==> src/design/cdt_pkg.sv <==
`timescale 1ns / 1ps
`default_nettype none

package cdt_pkg;

	localparam int FUNC_W    = 3;
	localparam int KEY_W     = 64;
	localparam int ADDR_W    = 48;
	localparam int STATUS_W  = 2;

	localparam int TABLE_DEPTH_DEF = 16;
	localparam int COUNT_WIDTH_DEF = 16;

	typedef enum logic [FUNC_W-1:0] {
		FUNC_REGISTER   = 3'd0,
		FUNC_DEREGISTER = 3'd1,
		FUNC_SEARCH     = 3'd2,
		FUNC_LIST       = 3'd3,
		FUNC_QUIT       = 3'd4
	} func_t;

	typedef enum logic [STATUS_W-1:0] {
		ST_OK    = 2'd0,
		ST_FAIL  = 2'd1,
		ST_EMPTY = 2'd2
	} status_t;

	typedef enum logic [1:0] {
		S_IDLE,
		S_SCAN,
		S_FINISH
	} state_t;

	typedef struct packed {
		logic [KEY_W-1:0]  peer;
		logic [KEY_W-1:0]  content;
		logic [ADDR_W-1:0] address;
	} entry_t;

endpackage

`default_nettype wire

==> src/design/cdt_if.sv <==
`timescale 1ns / 1ps
`default_nettype none

interface cdt_req_if
	import cdt_pkg::*;
();
	logic              valid;
	logic              ready;
	logic [FUNC_W-1:0] func;
	logic [KEY_W-1:0]  peer_key;
	logic [KEY_W-1:0]  content_key;
	logic [ADDR_W-1:0] peer_address;

	modport source (output valid, func, peer_key, content_key, peer_address, input ready);
	modport sink (input valid, func, peer_key, content_key, peer_address, output ready);
endinterface

interface cdt_rsp_if
	import cdt_pkg::*;
();
	logic                valid;
	logic                ready;
	logic [STATUS_W-1:0] status;
	logic [ADDR_W-1:0]   found_address;
	logic [KEY_W-1:0]    listed_content;
	logic                last;

	modport source (output valid, status, found_address, listed_content, last, input ready);
	modport sink (input valid, status, found_address, listed_content, last, output ready);
endinterface

`default_nettype wire

==> src/design/content_directory_table.sv <==
`timescale 1ns / 1ps
`default_nettype none

// Directory of (peer, content, address) entries, TABLE_DEPTH deep, one request per
// transaction on req. Every request walks the whole table through a single read port of
// the entry memory, one entry per cycle with one comparator set unless a list entry waits
// on a busy result register; an unknown func skips the walk. The result of a request is
// offered after the walk and req turns ready again in that same cycle, so the next
// request waits until then, and longer while rsp is stalled. List streams one result per
// valid entry during the walk; every other request gives one result, loaded in the
// commit cycle after the walk. req is ready only while no request is in progress; the
// result register lets the next request in while the last result still waits on rsp.
// No clearing pass: use counts are written whenever an entry is created, so only the
// valid bits are reset.
module content_directory_table
	import cdt_pkg::*;
#(
	parameter int TABLE_DEPTH = TABLE_DEPTH_DEF,
	parameter int COUNT_WIDTH = COUNT_WIDTH_DEF
) (
	input  wire        clk,
	input  wire        arst_n,
	cdt_req_if.sink    req,
	cdt_rsp_if.source  rsp
);

	localparam int IW = (TABLE_DEPTH > 1) ? $clog2(TABLE_DEPTH) : 1;
	localparam int CW = $clog2(TABLE_DEPTH + 1);

	// entry storage
	entry_t                 key_mem  [TABLE_DEPTH];
	logic [COUNT_WIDTH-1:0] uses_mem [TABLE_DEPTH];
	logic [TABLE_DEPTH-1:0] valid_q;

	state_t state_q, state_d;

	logic [FUNC_W-1:0]  func_q;
	logic [KEY_W-1:0]   peer_q;
	logic [KEY_W-1:0]   content_q;
	logic [ADDR_W-1:0]  addr_q;
	logic [CW-1:0]      cnt_q;

	logic               s1_vld_q;
	logic [IW-1:0]      idx_s1;
	entry_t             key_s1;
	logic [COUNT_WIDTH-1:0] uses_s1;

	logic               found_q;
	logic               dup_q;
	logic               any_listed_q;
	logic [IW-1:0]      sel_idx_q;
	logic [COUNT_WIDTH-1:0] best_uses_q;
	logic [ADDR_W-1:0]  best_addr_q;

	logic                rsp_valid_q;
	logic [STATUS_W-1:0] rsp_status_q;
	logic [ADDR_W-1:0]   rsp_addr_q;
	logic [KEY_W-1:0]    rsp_content_q;
	logic                rsp_last_q;

	// control
	logic               accept;
	logic               out_free;
	logic               advance;
	logic               issue;
	logic               process;
	logic [IW-1:0]      rd_idx;
	logic               s1_v;
	logic               s1_peer_eq;
	logic               s1_content_eq;
	logic [TABLE_DEPTH-1:0] upto_mask;
	logic               list_last;
	logic               take;
	logic               dup_set;
	logic               emit;
	logic [STATUS_W-1:0] emit_status;
	logic [ADDR_W-1:0]  emit_addr;
	logic [KEY_W-1:0]   emit_content;
	logic               emit_last;
	logic               key_we;
	logic               uses_we;
	logic [IW-1:0]      wr_idx;
	logic [COUNT_WIDTH-1:0] uses_wdata;
	logic               valid_we;
	logic               valid_wval;
	logic [IW-1:0]      valid_idx;

	assign accept   = req.valid && req.ready;
	assign out_free = !rsp_valid_q || rsp.ready;

	assign s1_v          = valid_q[idx_s1];
	assign s1_peer_eq    = key_s1.peer == peer_q;
	assign s1_content_eq = key_s1.content == content_q;

	// bits 0..idx_s1 set; the entry is last in a list if nothing valid lies above it
	assign upto_mask = {TABLE_DEPTH{1'b1}} >> (IW'(TABLE_DEPTH - 1) - idx_s1);
	assign list_last = (valid_q & ~upto_mask) == '0;

	// a list entry waiting on a busy result register holds the walk
	assign advance = !(state_q == S_SCAN && s1_vld_q && func_q == FUNC_LIST && s1_v
		&& !out_free);
	assign issue   = state_q == S_SCAN && advance && cnt_q < CW'(TABLE_DEPTH);
	assign process = state_q == S_SCAN && advance && s1_vld_q;
	assign rd_idx  = advance ? cnt_q[IW-1:0] : idx_s1;

	always_comb begin
		state_d      = state_q;
		req.ready    = state_q == S_IDLE;
		take         = 1'b0;
		dup_set      = 1'b0;
		emit         = 1'b0;
		emit_status  = ST_OK;
		emit_addr    = '0;
		emit_content = '0;
		emit_last    = 1'b1;
		key_we       = 1'b0;
		uses_we      = 1'b0;
		wr_idx       = sel_idx_q;
		uses_wdata   = '0;
		valid_we     = 1'b0;
		valid_wval   = 1'b0;
		valid_idx    = sel_idx_q;

		case (state_q)
			S_IDLE: begin
				if (req.valid) begin
					if (req.func inside {FUNC_REGISTER, FUNC_DEREGISTER, FUNC_SEARCH,
						FUNC_LIST, FUNC_QUIT}) begin
						state_d = S_SCAN;
					end else begin
						state_d = S_FINISH;
					end
				end
			end
			S_SCAN: begin
				if (process) begin
					case (func_q)
						FUNC_REGISTER: begin
							dup_set = s1_v && s1_peer_eq && s1_content_eq;
							take    = !s1_v && !found_q;
						end
						FUNC_DEREGISTER: begin
							take = s1_v && s1_peer_eq && s1_content_eq && !found_q;
						end
						FUNC_SEARCH: begin
							take = s1_v && s1_content_eq
								&& (!found_q || uses_s1 < best_uses_q);
						end
						FUNC_LIST: begin
							emit         = s1_v;
							emit_content = key_s1.content;
							emit_last    = list_last;
						end
						FUNC_QUIT: begin
							valid_we  = s1_v && s1_peer_eq;
							valid_idx = idx_s1;
						end
						default: begin
						end
					endcase
				end
				if (cnt_q == CW'(TABLE_DEPTH) && !s1_vld_q) begin
					state_d = S_FINISH;
				end
			end
			S_FINISH: begin
				if (func_q == FUNC_LIST && any_listed_q) begin
					state_d = S_IDLE;
				end else if (out_free) begin
					emit    = 1'b1;
					state_d = S_IDLE;
					case (func_q)
						FUNC_REGISTER: begin
							if (dup_q || !found_q) begin
								emit_status = ST_FAIL;
							end else begin
								key_we     = 1'b1;
								uses_we    = 1'b1;
								valid_we   = 1'b1;
								valid_wval = 1'b1;
							end
						end
						FUNC_DEREGISTER: begin
							if (found_q) begin
								valid_we = 1'b1;
							end else begin
								emit_status = ST_FAIL;
							end
						end
						FUNC_SEARCH: begin
							if (found_q) begin
								uses_we    = 1'b1;
								uses_wdata = (best_uses_q == '1) ? best_uses_q
									: best_uses_q + 1'b1;
								emit_addr  = best_addr_q;
							end else begin
								emit_status = ST_FAIL;
							end
						end
						FUNC_LIST: begin
							emit_status = ST_EMPTY;
						end
						FUNC_QUIT: begin
						end
						default: begin
							emit_status = ST_FAIL;
						end
					endcase
				end
			end
			default: begin
				state_d = S_IDLE;
			end
		endcase
	end

	always_ff @(posedge clk or negedge arst_n) begin
		if (!arst_n) begin
			state_q <= S_IDLE;
		end else begin
			state_q <= state_d;
		end
	end

	// entry memory: one write port, one registered read port
	always_ff @(posedge clk) begin
		if (key_we) begin
			key_mem[wr_idx] <= '{peer: peer_q, content: content_q, address: addr_q};
		end
		if (uses_we) begin
			uses_mem[wr_idx] <= uses_wdata;
		end
		key_s1  <= key_mem[rd_idx];
		uses_s1 <= uses_mem[rd_idx];
	end

	always_ff @(posedge clk or negedge arst_n) begin
		if (!arst_n) begin
			valid_q <= '0;
		end else if (valid_we) begin
			valid_q[valid_idx] <= valid_wval;
		end
	end

	// request capture and walk control
	always_ff @(posedge clk or negedge arst_n) begin
		if (!arst_n) begin
			cnt_q        <= '0;
			s1_vld_q     <= 1'b0;
			found_q      <= 1'b0;
			dup_q        <= 1'b0;
			any_listed_q <= 1'b0;
		end else begin
			if (accept) begin
				cnt_q        <= '0;
				found_q      <= 1'b0;
				dup_q        <= 1'b0;
				any_listed_q <= 1'b0;
			end else begin
				if (issue) begin
					cnt_q <= cnt_q + 1'b1;
				end
				if (take) begin
					found_q <= 1'b1;
				end
				if (dup_set) begin
					dup_q <= 1'b1;
				end
				if (emit && state_q == S_SCAN) begin
					any_listed_q <= 1'b1;
				end
			end
			if (state_q != S_SCAN) begin
				s1_vld_q <= 1'b0;
			end else if (advance) begin
				s1_vld_q <= issue;
			end
		end
	end

	always_ff @(posedge clk) begin
		if (accept) begin
			func_q    <= req.func;
			peer_q    <= req.peer_key;
			content_q <= req.content_key;
			addr_q    <= req.peer_address;
		end
		if (issue) begin
			idx_s1 <= cnt_q[IW-1:0];
		end
		if (take) begin
			sel_idx_q   <= idx_s1;
			best_uses_q <= uses_s1;
			best_addr_q <= key_s1.address;
		end
	end

	// result register
	always_ff @(posedge clk or negedge arst_n) begin
		if (!arst_n) begin
			rsp_valid_q <= 1'b0;
		end else if (emit) begin
			rsp_valid_q <= 1'b1;
		end else if (rsp.ready) begin
			rsp_valid_q <= 1'b0;
		end
	end

	always_ff @(posedge clk) begin
		if (emit) begin
			rsp_status_q  <= emit_status;
			rsp_addr_q    <= emit_addr;
			rsp_content_q <= emit_content;
			rsp_last_q    <= emit_last;
		end
	end

	assign rsp.valid          = rsp_valid_q;
	assign rsp.status         = rsp_status_q;
	assign rsp.found_address  = rsp_addr_q;
	assign rsp.listed_content = rsp_content_q;
	assign rsp.last           = rsp_last_q;

endmodule

`default_nettype wire

==> src/flat_wrapper.sv <==
// flat-port wrapper written by rule: the top's interface ports become plain ports
module content_directory_table_flat import cdt_pkg::*;
#(
	parameter int TABLE_DEPTH = TABLE_DEPTH_DEF,
	parameter int COUNT_WIDTH = COUNT_WIDTH_DEF
)
  (clk, arst_n, req_valid, req_func, req_peer_key, req_content_key, req_peer_address, req_ready, rsp_valid, rsp_status, rsp_found_address, rsp_listed_content, rsp_last, rsp_ready);
  cdt_req_if req_i ();
  cdt_rsp_if rsp_i ();
  input  wire clk;
  input  wire arst_n;
  input wire logic [$bits(req_i.valid)-1:0] req_valid;
  input wire logic [$bits(req_i.func)-1:0] req_func;
  input wire logic [$bits(req_i.peer_key)-1:0] req_peer_key;
  input wire logic [$bits(req_i.content_key)-1:0] req_content_key;
  input wire logic [$bits(req_i.peer_address)-1:0] req_peer_address;
  output wire logic [$bits(req_i.ready)-1:0] req_ready;
  output wire logic [$bits(rsp_i.valid)-1:0] rsp_valid;
  output wire logic [$bits(rsp_i.status)-1:0] rsp_status;
  output wire logic [$bits(rsp_i.found_address)-1:0] rsp_found_address;
  output wire logic [$bits(rsp_i.listed_content)-1:0] rsp_listed_content;
  output wire logic [$bits(rsp_i.last)-1:0] rsp_last;
  input wire logic [$bits(rsp_i.ready)-1:0] rsp_ready;
  assign req_i.valid = req_valid;
  assign req_i.func = req_func;
  assign req_i.peer_key = req_peer_key;
  assign req_i.content_key = req_content_key;
  assign req_i.peer_address = req_peer_address;
  assign req_ready = req_i.ready;
  assign rsp_valid = rsp_i.valid;
  assign rsp_status = rsp_i.status;
  assign rsp_found_address = rsp_i.found_address;
  assign rsp_listed_content = rsp_i.listed_content;
  assign rsp_last = rsp_i.last;
  assign rsp_i.ready = rsp_ready;
  content_directory_table #(.TABLE_DEPTH(TABLE_DEPTH), .COUNT_WIDTH(COUNT_WIDTH)) u_core (.clk(clk), .arst_n(arst_n), .req(req_i), .rsp(rsp_i));
endmodule
==> config.mk <==
export PLATFORM = sky130hd
export DESIGN_NAME = content_directory_table_flat
export DESIGN_NICKNAME = d
export VERILOG_FILES = /design/src/design/cdt_pkg.sv /design/src/design/cdt_if.sv /design/src/design/content_directory_table.sv /design/src/flat_wrapper.sv
export SDC_FILE = /design/constraint.sdc
export NUM_CORES = 2
export LEC_CHECK = 0
export BUFFER_PORTS_ARGS = -buffer_cell sky130_fd_sc_hd__buf_2
export CORE_MARGIN = 2
export CORE_UTILIZATION = 30
export DETAILED_ROUTE_END_ITERATION = 16
export SLEW_MARGIN = 10
export SYNTH_ARGS = -nofsm -noshare
export SYNTH_HDL_FRONTEND = slang
export SYNTH_SLANG_ARGS = --single-unit
==> constraint.sdc <==
create_clock -name clk -period 23.9 [get_ports clk]
set_input_delay 1.195 -clock clk [delete_from_list [all_inputs] [get_ports clk]]
set_output_delay 1.195 -clock clk [all_outputs]
set_load 0.01 [all_outputs]
* After elaboration in Yosys (flattened, before gate mapping)
Memory sizes are Yosys's and may differ from the RTL's. A register that Yosys moved wholly into a read port is not among the register bits.
Cells that the tools add are included.
W data, S select, Z words.
** Storage, ports and cells
- Register bits :: 394
- Memory bits (writable) :: 3072
- Output and inout port bits :: 117
- Word-level logic and storage cells :: 165
- Memories kept :: 2
** Memories
- u_core.key_mem :: words 16, bits a word 176, read ports 1, clocked after memory_dff 1, write ports 1, RTL line content_directory_table.sv:31 : entry_t key_mem [TABLE_DEPTH];
- u_core.uses_mem :: words 16, bits a word 16, read ports 1, clocked after memory_dff 1, write ports 1, RTL line content_directory_table.sv:32 : logic [COUNT_WIDTH-1:0] uses_mem [TABLE_DEPTH];
** Cells by class
- Add/subtract/negate cells :: 3
- Order comparisons :: 5
- Equality and inequality tests :: 19
- Shift operators :: 1
- Muxes and demuxes :: 67
- Bitwise logic cells :: 6
- Reductions and logical operators :: 42
** Operators with widths (number)
- $eq A64 B64 Y1 :: 2
- $mux W16 :: 6
- $mux W1 :: 40
- $logic_and A1 B1 Y1 :: 18
- $add A16 B1 Y16 const B :: 1
- $and A16 B16 Y16 :: 1
- $bwmux W16 :: 1
- $eq A16 B16 Y1 const B :: 1
- $logic_not A16 Y1 :: 1
- $lt A16 B16 Y1 :: 1
- $mux W4 :: 4
- $not A16 Y16 :: 1
- $shr A16 B4 Y16 const A :: 1
- $eq A3 B2 Y1 const B :: 4
- $lt A4 B5 Y1 const B :: 2
- $mux W2 :: 5
- $mux W5 :: 2
- $reduce_bool A2 Y1 :: 5
- $pmux W1 S2 :: 4
- $pmux W2 S4 :: 1
- $eq A3 B1 Y1 const B :: 2
- $eq A3 B3 Y1 const B :: 2
- $logic_not A1 Y1 :: 6
- $logic_not A3 Y1 :: 2
- other kinds (22) :: 30

* Longest topological paths before layout
- Word-level depth :: 15
- Gate-level depth with buffers :: 16
- Depth with buffers taken out :: 10

* Worst setup path before layout
Ideal clock, no wire load.
- Kind :: input port to flip-flop
- From :: in rsp_ready
- To :: reg u_core.rsp_valid_q (netlist: u_core.rsp.valid)
- Arrival :: 11.226 ns
- Data required time :: 23.780 ns
- Setup slack :: 12.555 ns
- Stages :: 8
- Path buffers :: 1
- Path through :: nand2b_1 -> or4_4 -> nor3_1 -> buf_2 -> nor3_1 -> nand2_1 -> a21boi_0 -> or2_2
** On the way
- Cells in the longest elaborated chain, start to end :: 9
- Elaborated cells on any way between the ends :: 12
- Those cells by class :: mux: 5; reduce/logical: 7
** Ends and longest elaborated chain
- start: declaration :: RTL line flat_wrapper.sv:23 : input wire logic [$bits(rsp_i.ready)-1:0] rsp_ready;
- $logic_or A1 B1 Y1 (*) :: RTL line content_directory_table.sv:89 : assign out_free = !rsp_valid_q || rsp.ready;
- $logic_not A1 Y1 :: RTL line content_directory_table.sv:101 : && !out_free);
- $logic_and A1 B1 Y1 :: RTL line content_directory_table.sv:101
- $logic_not A1 Y1 :: RTL line content_directory_table.sv:100 : assign advance = !(state_q == S_SCAN && s1_vld_q && func_q == FUNC_LIST && s1_v
- $logic_and A1 B1 Y1 (2 in series) :: RTL line content_directory_table.sv:103 : assign process = state_q == S_SCAN && advance && s1_vld_q;
- $mux W1 :: RTL line content_directory_table.sv:136 : if (process) begin
- $pmux W1 S2 (*) :: RTL line content_directory_table.sv:124 : case (state_q)
- named net u_core.emit :: RTL line content_directory_table.sv:75 : logic emit;
- $mux W1 or $reduce_bool A2 Y1 (tied branches)
- end signal: assignment :: RTL line content_directory_table.sv:301 : rsp_valid_q <= 1'b0;
- end signal: assignment :: RTL line content_directory_table.sv:303 : rsp_valid_q <= 1'b1;
- end signal: assignment :: RTL line content_directory_table.sv:305 : rsp_valid_q <= 1'b0;
- end: declaration :: RTL line content_directory_table.sv:55 : logic rsp_valid_q;
Mark *: on every way through the listed nets, which the timed path passes. The rest lies on a longest branch.
A chain may end at the register's enable or synchronous reset.

* Worst setup path in the final report
- From :: reg u_core.idx_s1[0]
- To :: reg, netlist name u_core.key_s1[69]
** On the way
- Cells in the longest elaborated chain, start to end :: 5
** Ends and longest elaborated chain
- start: declaration :: RTL line content_directory_table.sv:44 : logic [IW-1:0] idx_s1;
- start signal: assignment :: RTL line content_directory_table.sv:289 : idx_s1 <= cnt_q[IW-1:0];
- $bmux W1 S4 :: RTL line content_directory_table.sv:91 : assign s1_v = valid_q[idx_s1];
- $mux W1 (not written as such) :: RTL line content_directory_table.sv:91
- $logic_and A1 B1 Y1 :: RTL line content_directory_table.sv:100
- $logic_and A1 B1 Y1 :: RTL line content_directory_table.sv:101
- $mux W4 (*) :: RTL line content_directory_table.sv:104 : assign rd_idx = advance ? cnt_q[IW-1:0] : idx_s1;
Every way passes the cells marked *; elsewhere a longest branch is shown, timed or not. The select of a mux whose other input is x is not followed.

==> impl_results.md <==
* Status: finished, final reports clean
* Worst-path clk slew at 0.06 ns
* Total core area at 464000 um2
* # hold bufs at CTS at 0
* Syn_area_per_cell at 14.9 um2
* Overall Global Routing Usage at 17.4%
* P_leak at 53.0 nW
* Critical path class: reg -> reg
* Die width at 687 um
* Final Max Tran Viols at 0
* Initial Util at 30.1%
* Crit end category: flop
* Cells after Synth at 9400
* DR vias/cell at 5.28
* Fin cells at 16100
* Most common library cells after synthesis: edfxtp_1 (3438), nand2_1 (1646), nand3_1 (731), clkbuf_1 (561), and3_1 (408)
* Clk buf depth at 4
* Layout cells sized above 1 at 11.8%
* Inst Count DP at 15400
* ANT nets after route at 0
* Vias at 84900
* Die area at 472000 um2
* Slew headroom at 5.42%
* Multi-input gate area at 29800 um2
* Die Ht at 687 um
* Flops & latches, synth at 3658
* Sink Count at 3658
* Placed Instance Area at 149000 um2
* First-pass iteration count of the detailed router at 6
* Crit Path Max Fanout at 68
* Arr. time, crit path at 8.49 ns
* Top cells by area, synth: edfxtp_1 (74%), nand2_1 (4.4%), dfxtp_1 (2.7%), nand3_1 (2.6%), a211oi_1 (1.9%)
* Mapped Area at 140000 um2
* Reg2reg end: u_core.key_s1[69]
* Worst R2R Path Depth at 12
* Min-delay worst type: in -> async
* CTS Buf Count at 376
* Critical path endpoint: u_core.key_s1[69]
* Sequential Power Share at 47.8%
* Yosys warns at 0
* Worst-Margin Slew at 1.41 ns
* Area Growth Syn to Fin at 15.0%
* Clk_lat worst skew at 0.99 ns
* Combinational share of power at 17.3%
* Clk network pwr share at 35.0%
* Reg-to-reg slack, setup at 16.22 ns
* EDFF count, synth at 3438
* Root Buffer: clkbuf_16
* Initial antenna violation count at 42
* Internal Power at 11.9 mW
* Post-Syn Nets at 9604
* Peak supply drop at 0.0964 mV
* Sw frac at 29.7%
* Post-CTS Setup Bufs at 0
* Global route overflow at 0
* Max-cap violations at 0
* I/O pin count at 300
* Final net count at 9780
* Ys flop type: edfxtp_1
* Largest net degree at the start of global routing at 200
* Clock skew at 0.0950 ns
* DR WL/cell at 26.6 um
* # DRC at 0
* Crit path required time at 24.70 ns
* Cell area after layout at 161000 um2
* Sw power at 5.01 mW
* Synth unique cells at 66
* Pwr per Cell Area at 105 nW/um2
* H-tree levels at 5
* Post-DP HPWL at 225000 um
* Sequential fraction of the synthesis area at 77.0%
* Setup TNS at 0 ns
* Area leader, netlist: edfxtp_1
* Tcrit/Tclk final at 32.2%
* Post-CTS sizing at 0
* Setup crit start kind: flop
* Tmin final at 7.68 ns
* Vias in the first global route at 80900
* Critical path startpoint: u_core.idx_s1[0]
* Final Setup Violations at 0
* Rows at 250
* R2R Path Start: u_core.idx_s1[0]
* Routed WL at 428000 um
* GP Congestion at 0.814
* Fmax at 130 MHz
* First-pass GRT wire length at 605000 um
* Ys async rst share at 0.765%
* RSZ-0062 raised after global routing: false
* Initial drt markers at 10500
* Register area at 108000 um2
* Layout fillers at 44200
* IO buf count at 299
* CTS tree: done
* Cell with the most instances after synthesis: edfxtp_1
* Synth top area share at 73.8%
* Final hold vios at 0
## cells in the final DEF, fill, tap and decap left out, types with 94 or more instances in the layout
cell / Yosys / layout
dfxtp_1: 192 / 192
and2_1: 115 / 114
clkbuf_16: 0 / 378
mux2i_1: 139 / 139
buf_2: 80 / 299
a221o_1: 94 / 94
nand3_1: 731 / 728
and3_1: 408 / 406
a31oi_1: 356 / 356
xnor2_1: 139 / 132
edfxtp_1: 3438 / 3438
clkbuf_1: 561 / 121
a32o_1: 203 / 203
a2111oi_0: 150 / 150
nand2_1: 1646 / 1642
buf_4: 11 / 173
a211oi_1: 351 / 348
o21ai_0: 206 / 206
## routing by layer
metal	up-vias	wire, um	global-route usage (%)	share of wire [%]
met4	18	11500	4.72	2.7
met2	3974	200000	28.1	47
met3	621	36700	3.32	8.6
met1	43500	180000	24.0	42
met5	-	98	0	0.023
li1	36800	-	-	-
## power groups by stage
stage	combinational (mW)	sequential (mW)	clock, mW
final	2.91	8.06	5.90
after global routing	3.12	8.11	6.23
after CTS	2.92	8.07	5.98
after detailed placement	2.90	8.20	0
after global placement	2.90	8.19	0
after floorplan	1.76	8.02	0
## flip-flops by register name, summed over array words and instances, names as in the netlist, 2 cells and up
| register | cells |
|---|---|
| u_core.rsp.found_address | 48 |
| u_core.rsp.status | 2 |
| u_core.valid_q | 16 |
| u_core.cnt_q | 5 |
| u_core.state_q | 2 |
| u_core.best_addr_q | 48 |
| u_core.key_s1 | 176 |
| u_core.uses_mem | 256 |
| u_core.content_q | 64 |
| u_core.key_mem | 2816 |
| u_core.uses_s1 | 16 |
| u_core.addr_q | 48 |
| u_core.func_q | 3 |
| u_core.rsp.listed_content | 64 |
| u_core.idx_s1 | 4 |
| u_core.peer_q | 64 |
| u_core.sel_idx_q | 4 |
| u_core.best_uses_q | 16 |
## stage by stage
stage / util, % / hold WS, ns / setup WS, ns / power [mW]
final: 34.7 / 0.278 / 16.22 / 16.9
after global routing: 34.7 / 0.277 / 15.95 / 17.5
after CTS: 34.7 / 0.214 / 16.35 / 17.0
after detailed placement: 32.0 / 0.392 / 15.97 / 11.1
after global placement: 32.0 / 0.390 / 15.98 / 11.1
after floorplan: - / 0.386 / 12.55 / 9.77
## logic make-up (layout without fill, tap and decap cells)
| family | after synthesis | after routing | share of synthesized area [%] |
|---|---|---|---|
| AOI/OAI and AO/OA | 1570 | 1570 | 8.46 |
| adders and majority gates | 22 | 22 | 0.195 |
| DFF | 3658 | 3658 | 77.0 |
| xor gates and xnor gates | 141 | 141 | 0.882 |
| other | 0 | 17 | 0 |
| and+or+nand+nor | 3134 | 3134 | 10.3 |
| muxes | 155 | 155 | 1.12 |
| buffers and inverters | 720 | 1218 | 2.04 |
## critical path: stages, from the launching register on
cell and delay, ns:
edfxtp_1 0.91, mux2i_1 0.28, a22o_1 0.23, or3_4 0.54, buf_4 0.73, nand3_4 0.79
nand2_4 0.88, buf_4 0.75, buf_4 0.74, buf_4 0.72, nand3_1 0.16, a32o_1 0.29
a221o_1 0.26
## how the worst min path moves through the flow
stage,endpoint
6_report,u_core.s1_vld_q
5_1_grt,u_core.rsp.valid
4_1_cts,u_core.found_q
3_5_place_dp,u_core.best_addr_q[40]
3_3_place_gp,u_core.best_addr_q[36]
2_1_floorplan,u_core.best_addr_q[0]
## area by class of cell
cell class	instances	share of cell area [%]
repair buffers	489	1.95
clock buffers	530	6.42
well taps	6174	4.80
flip-flops and latches	3658	66.9
multi-input cells	5022	18.5
inverters	29	0.0676
diodes	17	0.0264
clock inverters	170	1.28
Power figures use the tool's default switching activity.
